`src/rtl/core/tbrd_pkg.sv`:
```
// tbrd_pkg: shared constants, types and the record length function
// for the tracker binary record deframer; no dependencies
package tbrd_pkg;

  // record layout
  localparam logic [5:0] HDR_LEN        = 6'd8;
  localparam logic [5:0] POS_BYTES      = 6'd12;
  localparam logic [5:0] EULER_BYTES    = 6'd12;
  localparam logic [5:0] TS_BYTES       = 6'd4;
  localparam logic [5:0] LINE_END_BYTES = 6'd2;
  localparam int         WORD_SLOTS     = 7;
  localparam logic [5:0] PAYLOAD_BYTES  = 6'(WORD_SLOTS * 4);

  // header markers
  localparam logic [7:0] MARK_FIRST  = 8'h4C;
  localparam logic [7:0] MARK_SECOND = 8'h59;

  // header byte offsets
  localparam logic [5:0] OFS_MARK_FIRST  = 6'd0;
  localparam logic [5:0] OFS_MARK_SECOND = 6'd1;
  localparam logic [5:0] OFS_STATION     = 6'd2;
  localparam logic [5:0] OFS_ERROR       = 6'd4;
  localparam logic [5:0] OFS_SIZE_LO     = 6'd6;
  localparam logic [5:0] OFS_SIZE_HI     = 6'd7;

  // number of word slots in each group
  localparam logic [2:0] POS_WORDS   = 3'd3;
  localparam logic [2:0] EULER_WORDS = 3'd3;

  // configuration register indexes
  localparam logic [1:0] REG_POSITION  = 2'd0;
  localparam logic [1:0] REG_EULER     = 2'd1;
  localparam logic [1:0] REG_TIMESTAMP = 2'd2;
  localparam logic [1:0] REG_LINE_END  = 2'd3;

  typedef struct packed {
    logic include_position;
    logic include_euler;
    logic include_timestamp;
    logic include_line_end;
  } cfg_t;

  typedef struct packed {
    logic        header_status;
    logic        size_mismatch;
    logic [7:0]  station_id;
    logic [7:0]  error_byte;
    logic [31:0] position_x;
    logic [31:0] position_y;
    logic [31:0] position_z;
    logic [31:0] euler_azimuth;
    logic [31:0] euler_elevation;
    logic [31:0] euler_roll;
    logic [31:0] time_stamp;
  } result_t;

  // total record length in bytes for the enabled fields
  function automatic logic [5:0] record_length(input cfg_t cfg);
    logic [5:0] n;
    n = HDR_LEN;
    if (cfg.include_position)  n = n + POS_BYTES;
    if (cfg.include_euler)     n = n + EULER_BYTES;
    if (cfg.include_timestamp) n = n + TS_BYTES;
    if (cfg.include_line_end)  n = n + LINE_END_BYTES;
    return n;
  endfunction

endpackage

```
`src/rtl/core/tbrd_parser.sv`:
```
// tbrd_parser: byte counter, header capture and payload word assembly
// depends on tbrd_pkg
module tbrd_parser (
  input  logic             clk,
  input  logic             rst,
  input  tbrd_pkg::cfg_t   cfg,
  input  logic             accept,
  input  logic [7:0]       data_byte,
  output logic             last_byte,
  output logic             done,
  output tbrd_pkg::result_t result
);
  import tbrd_pkg::*;

  logic [5:0]  byte_position;
  logic        header_bad;
  logic [7:0]  station_reg;
  logic [7:0]  error_reg;
  logic [15:0] size_reg;
  logic [31:0] payload_words [WORD_SLOTS];

  logic        header_bad_next;
  logic [7:0]  station_reg_next;
  logic [7:0]  error_reg_next;
  logic [15:0] size_reg_next;
  logic [31:0] payload_words_next [WORD_SLOTS];

  logic [5:0]  len;
  logic [5:0]  offset;
  logic [2:0]  euler_base;
  logic [2:0]  ts_index;

  // end of record check against the current length
  assign len       = record_length(cfg);
  assign last_byte = ({1'b0, byte_position} + 7'd1) >= {1'b0, len};
  assign done      = accept && last_byte;
  assign offset    = byte_position - HDR_LEN;

  // state update for the byte in flight
  always_comb begin
    header_bad_next  = header_bad;
    station_reg_next = station_reg;
    error_reg_next   = error_reg;
    size_reg_next    = size_reg;
    for (int i = 0; i < WORD_SLOTS; i++) begin
      payload_words_next[i] = payload_words[i];
    end
    unique case (byte_position)
      OFS_MARK_FIRST: begin
        header_bad_next = (data_byte != MARK_FIRST);
      end
      OFS_MARK_SECOND: begin
        if (data_byte != MARK_SECOND) header_bad_next = 1'b1;
      end
      OFS_STATION: begin
        station_reg_next = data_byte;
      end
      OFS_ERROR: begin
        error_reg_next = data_byte;
      end
      OFS_SIZE_LO: begin
        size_reg_next[7:0] = data_byte;
      end
      OFS_SIZE_HI: begin
        size_reg_next[15:8] = data_byte;
      end
      default: begin
        // payload bytes, little endian; line-end bytes land in slots the result does not read
        if (byte_position >= HDR_LEN && offset < PAYLOAD_BYTES) begin
          payload_words_next[offset[4:2]][{offset[1:0], 3'b000} +: 8] = data_byte;
        end
      end
    endcase
  end

  // result built from the updated state
  always_comb begin
    euler_base = cfg.include_position ? POS_WORDS : 3'd0;
    ts_index   = euler_base + (cfg.include_euler ? EULER_WORDS : 3'd0);
    result                 = '0;
    result.header_status   = header_bad_next;
    result.size_mismatch   = size_reg_next != {10'd0, len - HDR_LEN};
    result.station_id      = station_reg_next;
    result.error_byte      = error_reg_next;
    if (cfg.include_position) begin
      result.position_x = payload_words_next[0];
      result.position_y = payload_words_next[1];
      result.position_z = payload_words_next[2];
    end
    if (cfg.include_euler) begin
      result.euler_azimuth   = payload_words_next[euler_base];
      result.euler_elevation = payload_words_next[euler_base + 3'd1];
      result.euler_roll      = payload_words_next[euler_base + 3'd2];
    end
    if (cfg.include_timestamp) begin
      result.time_stamp = payload_words_next[ts_index];
    end
  end

  // record state registers
  always_ff @(posedge clk) begin
    if (rst) begin
      byte_position <= '0;
      header_bad    <= 1'b0;
      station_reg   <= '0;
      error_reg     <= '0;
      size_reg      <= '0;
      for (int i = 0; i < WORD_SLOTS; i++) begin
        payload_words[i] <= '0;
      end
    end else if (accept) begin
      byte_position <= last_byte ? 6'd0 : byte_position + 6'd1;
      header_bad    <= header_bad_next;
      station_reg   <= station_reg_next;
      error_reg     <= error_reg_next;
      size_reg      <= size_reg_next;
      for (int i = 0; i < WORD_SLOTS; i++) begin
        payload_words[i] <= payload_words_next[i];
      end
    end
  end

endmodule

```
`src/rtl/core/tbrd_out_reg.sv`:
```
// tbrd_out_reg: result register with valid flag toward the output channel
// depends on tbrd_pkg
module tbrd_out_reg (
  input  logic              clk,
  input  logic              rst,
  input  logic              load,
  input  tbrd_pkg::result_t result_in,
  input  logic              out_ready,
  output logic              out_valid,
  output tbrd_pkg::result_t result_out
);
  import tbrd_pkg::*;

  // valid flag: set on load, cleared on transfer
  always_ff @(posedge clk) begin
    if (rst) begin
      out_valid <= 1'b0;
    end else if (load) begin
      out_valid <= 1'b1;
    end else if (out_ready) begin
      out_valid <= 1'b0;
    end
  end

  // payload, no reset
  always_ff @(posedge clk) begin
    if (load) begin
      result_out <= result_in;
    end
  end

endmodule

```
`src/rtl/core/tracker_binary_record_deframer_core.sv`:
```
// tracker_binary_record_deframer_core: top level, configuration registers
// and input flow control; depends on tbrd_pkg, tbrd_parser, tbrd_out_reg
//
//   channel  | signals                        | direction
//   ---------+--------------------------------+----------
//   input    | in_valid, in_ready, data_byte  | in
//   result   | out_valid, out_ready, fields   | out
//   config   | cfg_we, cfg_addr, cfg_wdata    | in
//
// one byte per cycle while in_ready is high; a record of 8 to 38 bytes gives
// its result in the cycle after its last byte, from the result register.
// the byte counter and header/word registers update on the byte transfer.
// a stalled result holds off only the last byte of the next record;
// all other bytes keep flowing.
// synchronous reset restores the default field enables and clears the record.
module tracker_binary_record_deframer_core (
  input  logic        clk,
  input  logic        rst,
  input  logic        in_valid,
  output logic        in_ready,
  input  logic [7:0]  data_byte,
  output logic        out_valid,
  input  logic        out_ready,
  output logic        header_status,
  output logic        size_mismatch,
  output logic [7:0]  station_id,
  output logic [7:0]  error_byte,
  output logic [31:0] position_x,
  output logic [31:0] position_y,
  output logic [31:0] position_z,
  output logic [31:0] euler_azimuth,
  output logic [31:0] euler_elevation,
  output logic [31:0] euler_roll,
  output logic [31:0] time_stamp,
  input  logic        cfg_we,
  input  logic [1:0]  cfg_addr,
  input  logic        cfg_wdata
);
  import tbrd_pkg::*;

  cfg_t    cfg;
  logic    accept;
  logic    last_byte;
  logic    done;
  result_t result_next;
  result_t result;

  // configuration registers
  always_ff @(posedge clk) begin
    if (rst) begin
      cfg.include_position  <= 1'b1;
      cfg.include_euler     <= 1'b1;
      cfg.include_timestamp <= 1'b0;
      cfg.include_line_end  <= 1'b1;
    end else if (cfg_we) begin
      unique case (cfg_addr)
        REG_POSITION:  cfg.include_position  <= cfg_wdata;
        REG_EULER:     cfg.include_euler     <= cfg_wdata;
        REG_TIMESTAMP: cfg.include_timestamp <= cfg_wdata;
        REG_LINE_END:  cfg.include_line_end  <= cfg_wdata;
        default: ;
      endcase
    end
  end

  // last byte waits only while a result is still held
  assign in_ready = !last_byte || !out_valid || out_ready;
  assign accept   = in_valid && in_ready;

  tbrd_parser u_parser (
    .clk       (clk),
    .rst       (rst),
    .cfg       (cfg),
    .accept    (accept),
    .data_byte (data_byte),
    .last_byte (last_byte),
    .done      (done),
    .result    (result_next)
  );

  tbrd_out_reg u_out_reg (
    .clk        (clk),
    .rst        (rst),
    .load       (done),
    .result_in  (result_next),
    .out_ready  (out_ready),
    .out_valid  (out_valid),
    .result_out (result)
  );

  // result fields
  assign header_status   = result.header_status;
  assign size_mismatch   = result.size_mismatch;
  assign station_id      = result.station_id;
  assign error_byte      = result.error_byte;
  assign position_x      = result.position_x;
  assign position_y      = result.position_y;
  assign position_z      = result.position_z;
  assign euler_azimuth   = result.euler_azimuth;
  assign euler_elevation = result.euler_elevation;
  assign euler_roll      = result.euler_roll;
  assign time_stamp      = result.time_stamp;

endmodule
```
`config.mk`:
```
export PLATFORM = sky130hd
export DESIGN_NAME = tracker_binary_record_deframer_core
export DESIGN_NICKNAME = d
export VERILOG_FILES = /design/src/rtl/core/tbrd_pkg.sv /design/src/rtl/core/tbrd_parser.sv /design/src/rtl/core/tbrd_out_reg.sv /design/src/rtl/core/tracker_binary_record_deframer_core.sv
export SDC_FILE = /design/constraint.sdc
export NUM_CORES = 1
export LEC_CHECK = 0
export BUFFER_PORTS_ARGS = -buffer_cell sky130_fd_sc_hd__clkbuf_2
export CELL_PAD_IN_SITES_DETAIL_PLACEMENT = 1
export CELL_PAD_IN_SITES_GLOBAL_PLACEMENT = 1
export CORE_MARGIN = 10
export CORE_UTILIZATION = 48
export CTS_BUF_LIST = sky130_fd_sc_hd__clkbuf_16
export DETAILED_ROUTE_END_ITERATION = 7
export PLACE_DENSITY_LB_ADDON = 0.1
export SLEW_MARGIN = 15
export SYNTH_ARGS = -nofsm -noshare
export SYNTH_HDL_FRONTEND = slang
export SYNTH_SLANG_ARGS = --single-unit
```
`constraint.sdc`:
```
create_clock -name clk -period 18.3 [get_ports clk]
set_clock_uncertainty 0.05 [all_clocks]
set_input_delay 3.66 -clock clk [delete_from_list [all_inputs] [get_ports clk]]
set_output_delay 3.66 -clock clk [all_outputs]
set_load 0.005 [all_outputs]
```
==> run metrics <==
status=finished clean; Slew HR=0.241; die area=60400 um2; CP required=14.59 ns; yosys warns=0; Via-to-Cell Ratio=5.75; H-tree depth=2; Starting Density=0.487; largest net degree at the start of global routing=180; Seq pwr share=0.512; HPWL Detailed=46700 um; Net Sw Power=0.615 mW; # placed instances=2786; Netlist cell types=61; die height=246 um; Tmin final=8.19 ns; Yosys top cell by area=edfxtp_1; transition time of the tightest slew-check pin=1.14 ns; max-cap violations=0; IO Port Bufs=259; Worst Setup EP=in_ready; Non-Filler Instances=2888; worst-path maximum fanout=41; worst reg2reg path startpoint=cfg[2]; clock tree buffer depth=3; die width=246 um; max-slew violations=0; Int Pwr=2.01 mW; number of global-route vias before repair=17700; register area share after synthesis=0.608; post-CTS sizing=0; critical path data arrival time=4.48 ns; critical path launch point=cfg[2]; CP max-delay cell=dfxtp_2; complex-gate fraction of the synthesized area=0.0582; initial antenna violation count=4; Clock transition at path regs=0.06 ns; hold_sp=u_parser.error_reg[3]; clock share of power=0.407; routed len/inst=25.0 um; endpoints failing hold=0; number of flip-flops in the largest register=242; critical path endpoint category=output pin; syn_nets=2029; mux contribution to synthesized area=0.142; Main synth FF type=edfxtp_1; Cell Pwr Density=94.1 nW/um2; family with the most delay on the worst path=compound AO/OA/AOI/OAI gates; IR drop worst, VDD=0.0656 mV; fin crit share=0.448; Levels on crit path=10; Hold WC Path Type=flop to flop; Routed WL=72300 um; layout cell share with drive strength beyond 1=0.233; postcts setup bufs=0; mapped cell area=24500 um2; Hold Slack=0.425 ns; nets=2205; setup TNS=0 ns; drt initial violations=1461; final worst slack=10.11 ns; Util after Layout=0.555; critical path type=flop to output pin; Worst path max stage delay=0.92 ns; root buffer cell=clkbuf_16; area grow syn2layout=13.9%; largest cells by area after synthesis=edfxtp_1, mux2i_1, nor2_1, mux2_2, dfxtp_1; Setup crit start kind=flop; combinational share of power=0.081; Ports=260; CTS tree=yes; global-route wire length before repair=110000 um; Post-synth ARST share=0; TritonRoute pass-1 iters=5; RD Place Congestion=0.836; GRT Util Overall=0.236; Placeable Area=50300 um2; pre-CTS WS=10.36 ns; RSZ-0062 raised after global routing=false; Static Leak=10.5 nW; Post-Synth Adder-Cell Area=0.00971; Cells after Synth=1994; Post-synth EDFFs=466; Synth Area in Simple Gates=0.151; setup violators final=0; average size of a mapped cell=12.3 um2; CP most frequent cell=ha_1; Post-DRT Antenna Nets=0; R2R Setup Slk=11.85 ns; via count=16600; largest family of logic cells by synthesized area=simple AND/OR/NAND/NOR gates; cells on worst reg2reg path=10; Synth Register Bits=510; Switching Share=0.234; std cell rows=82; f_max=122 MHz; CTS Buf Count=54; Worst R2R End=u_parser.payload_words[0][93]; Remaining DRCs=0; critical path, cell by cell=buf_4 -> inv_1 -> ha_1 -> xnor2_1 -> ha_1 -> a21o_1 -> a2111oi_2 -> o21ai_0 -> nand2_1 -> clkbuf_2; XOR/XNOR Fraction of Synth Area=0.00286; Post-CTS Hold Fix Bufs=0; total congestion overflow=0; worst skew pair latency=0.61 ns; Sink Count=510; Buffers & Inverters on Critical Path=3; Synth top area share=0.572
-- metrics by stage --
step / power [mW] / area (um2)
floorplan: 1.51 / 24500
global placement: 1.57 / 26200
detailed placement: 1.58 / 26200
CTS: 2.64 / 27900
global route: 2.71 / 27900
finish: 2.62 / 27900
-- Yosys cell counts, drive strengths merged, types with 34 or more instances --
cell / count
edfxtp: 466
nor2: 340
mux2i: 233
nand2: 192
clkbuf: 119
mux2: 100
and3: 79
nand2b: 52
nor2b: 45
dfxtp: 44
buf: 37
and2: 35
a21oi: 34
-- power by group through the flow --
stage                     registers [mW]  logic, mW  clock network [mW]
after CTS                           1.34      0.212                1.09
after global placement              1.36      0.204                   0
after floorplan                     1.37      0.139                   0
after detailed placement            1.37      0.210                   0
after global routing                1.35      0.233                1.13
final                               1.34      0.211                1.07
-- worst min-delay path by stage --
stage	endpoint	cells after the start
final	u_parser.error_reg[3]	2
after global routing	u_parser.station_reg[0]	2
after CTS	u_parser.error_reg[1]	2
after detailed placement	u_parser.error_reg[2]	2
after global placement	u_parser.error_reg[4]	2
after floorplan	u_parser.error_reg[7]	2
-- layout make-up --
cell class / instances / area [um2]
clock buffers: 55 / 1380
flip-flops and latches: 510 / 14900
multi-input cells: 1315 / 8940
fillers: 5218 / 22400
well taps: 672 / 841
clock inverters: 46 / 332
inverters: 13 / 53.8
diodes: 1 / 2.50
repair buffers: 276 / 1450
-- per-layer routing --
layer  global-route usage  up-vias  part of all wire
met4               0.0690        4             0.024
li1                     -     7569                 -
met1                0.295     8455              0.42
met2                0.409      463              0.50
met3               0.0430      113             0.057
met5                    0        -           0.00037
-- cells by family (layout without fill, tap and decap cells) --
family                     count (synthesis)  count (layout)
and+or+nand+nor                          783             783
DFF                                      510             510
muxes                                    333             333
AOI/OAI and AO/OA                        172             172
buffers and inverters                    169             390
adders and majority gates                 19              19
xor gates and xnor gates                   8               8
other                                      0               1
-- tightest hold or removal path: cells and delay by family, from the launching register on --
family,cells,cell delay (ns)
AO/OA/AOI/OAI,1,0.06
flip-flops,1,0.31
AND/OR/NAND/NOR,1,0.06
-- cell usage in the layout (no fill, tap or decap), types with 16 or more instances in the layout --
master     count
clkbuf_16     55
o22a_1        30
a21oi_1       34
o211ai_1      27
mux2_2        97
nor2_2        16
nor2b_1       45
ha_1          19
nand2_1      191
nor2_1       312
nand2b_1      51
and3_1        78
a222oi_1      18
clkbuf_2     258
edfxtp_1     466
mux2i_1      232
and2_1        35
inv_1         26
dfxtp_1       42
No activity file was read; power rests on OpenSTA's default activity.
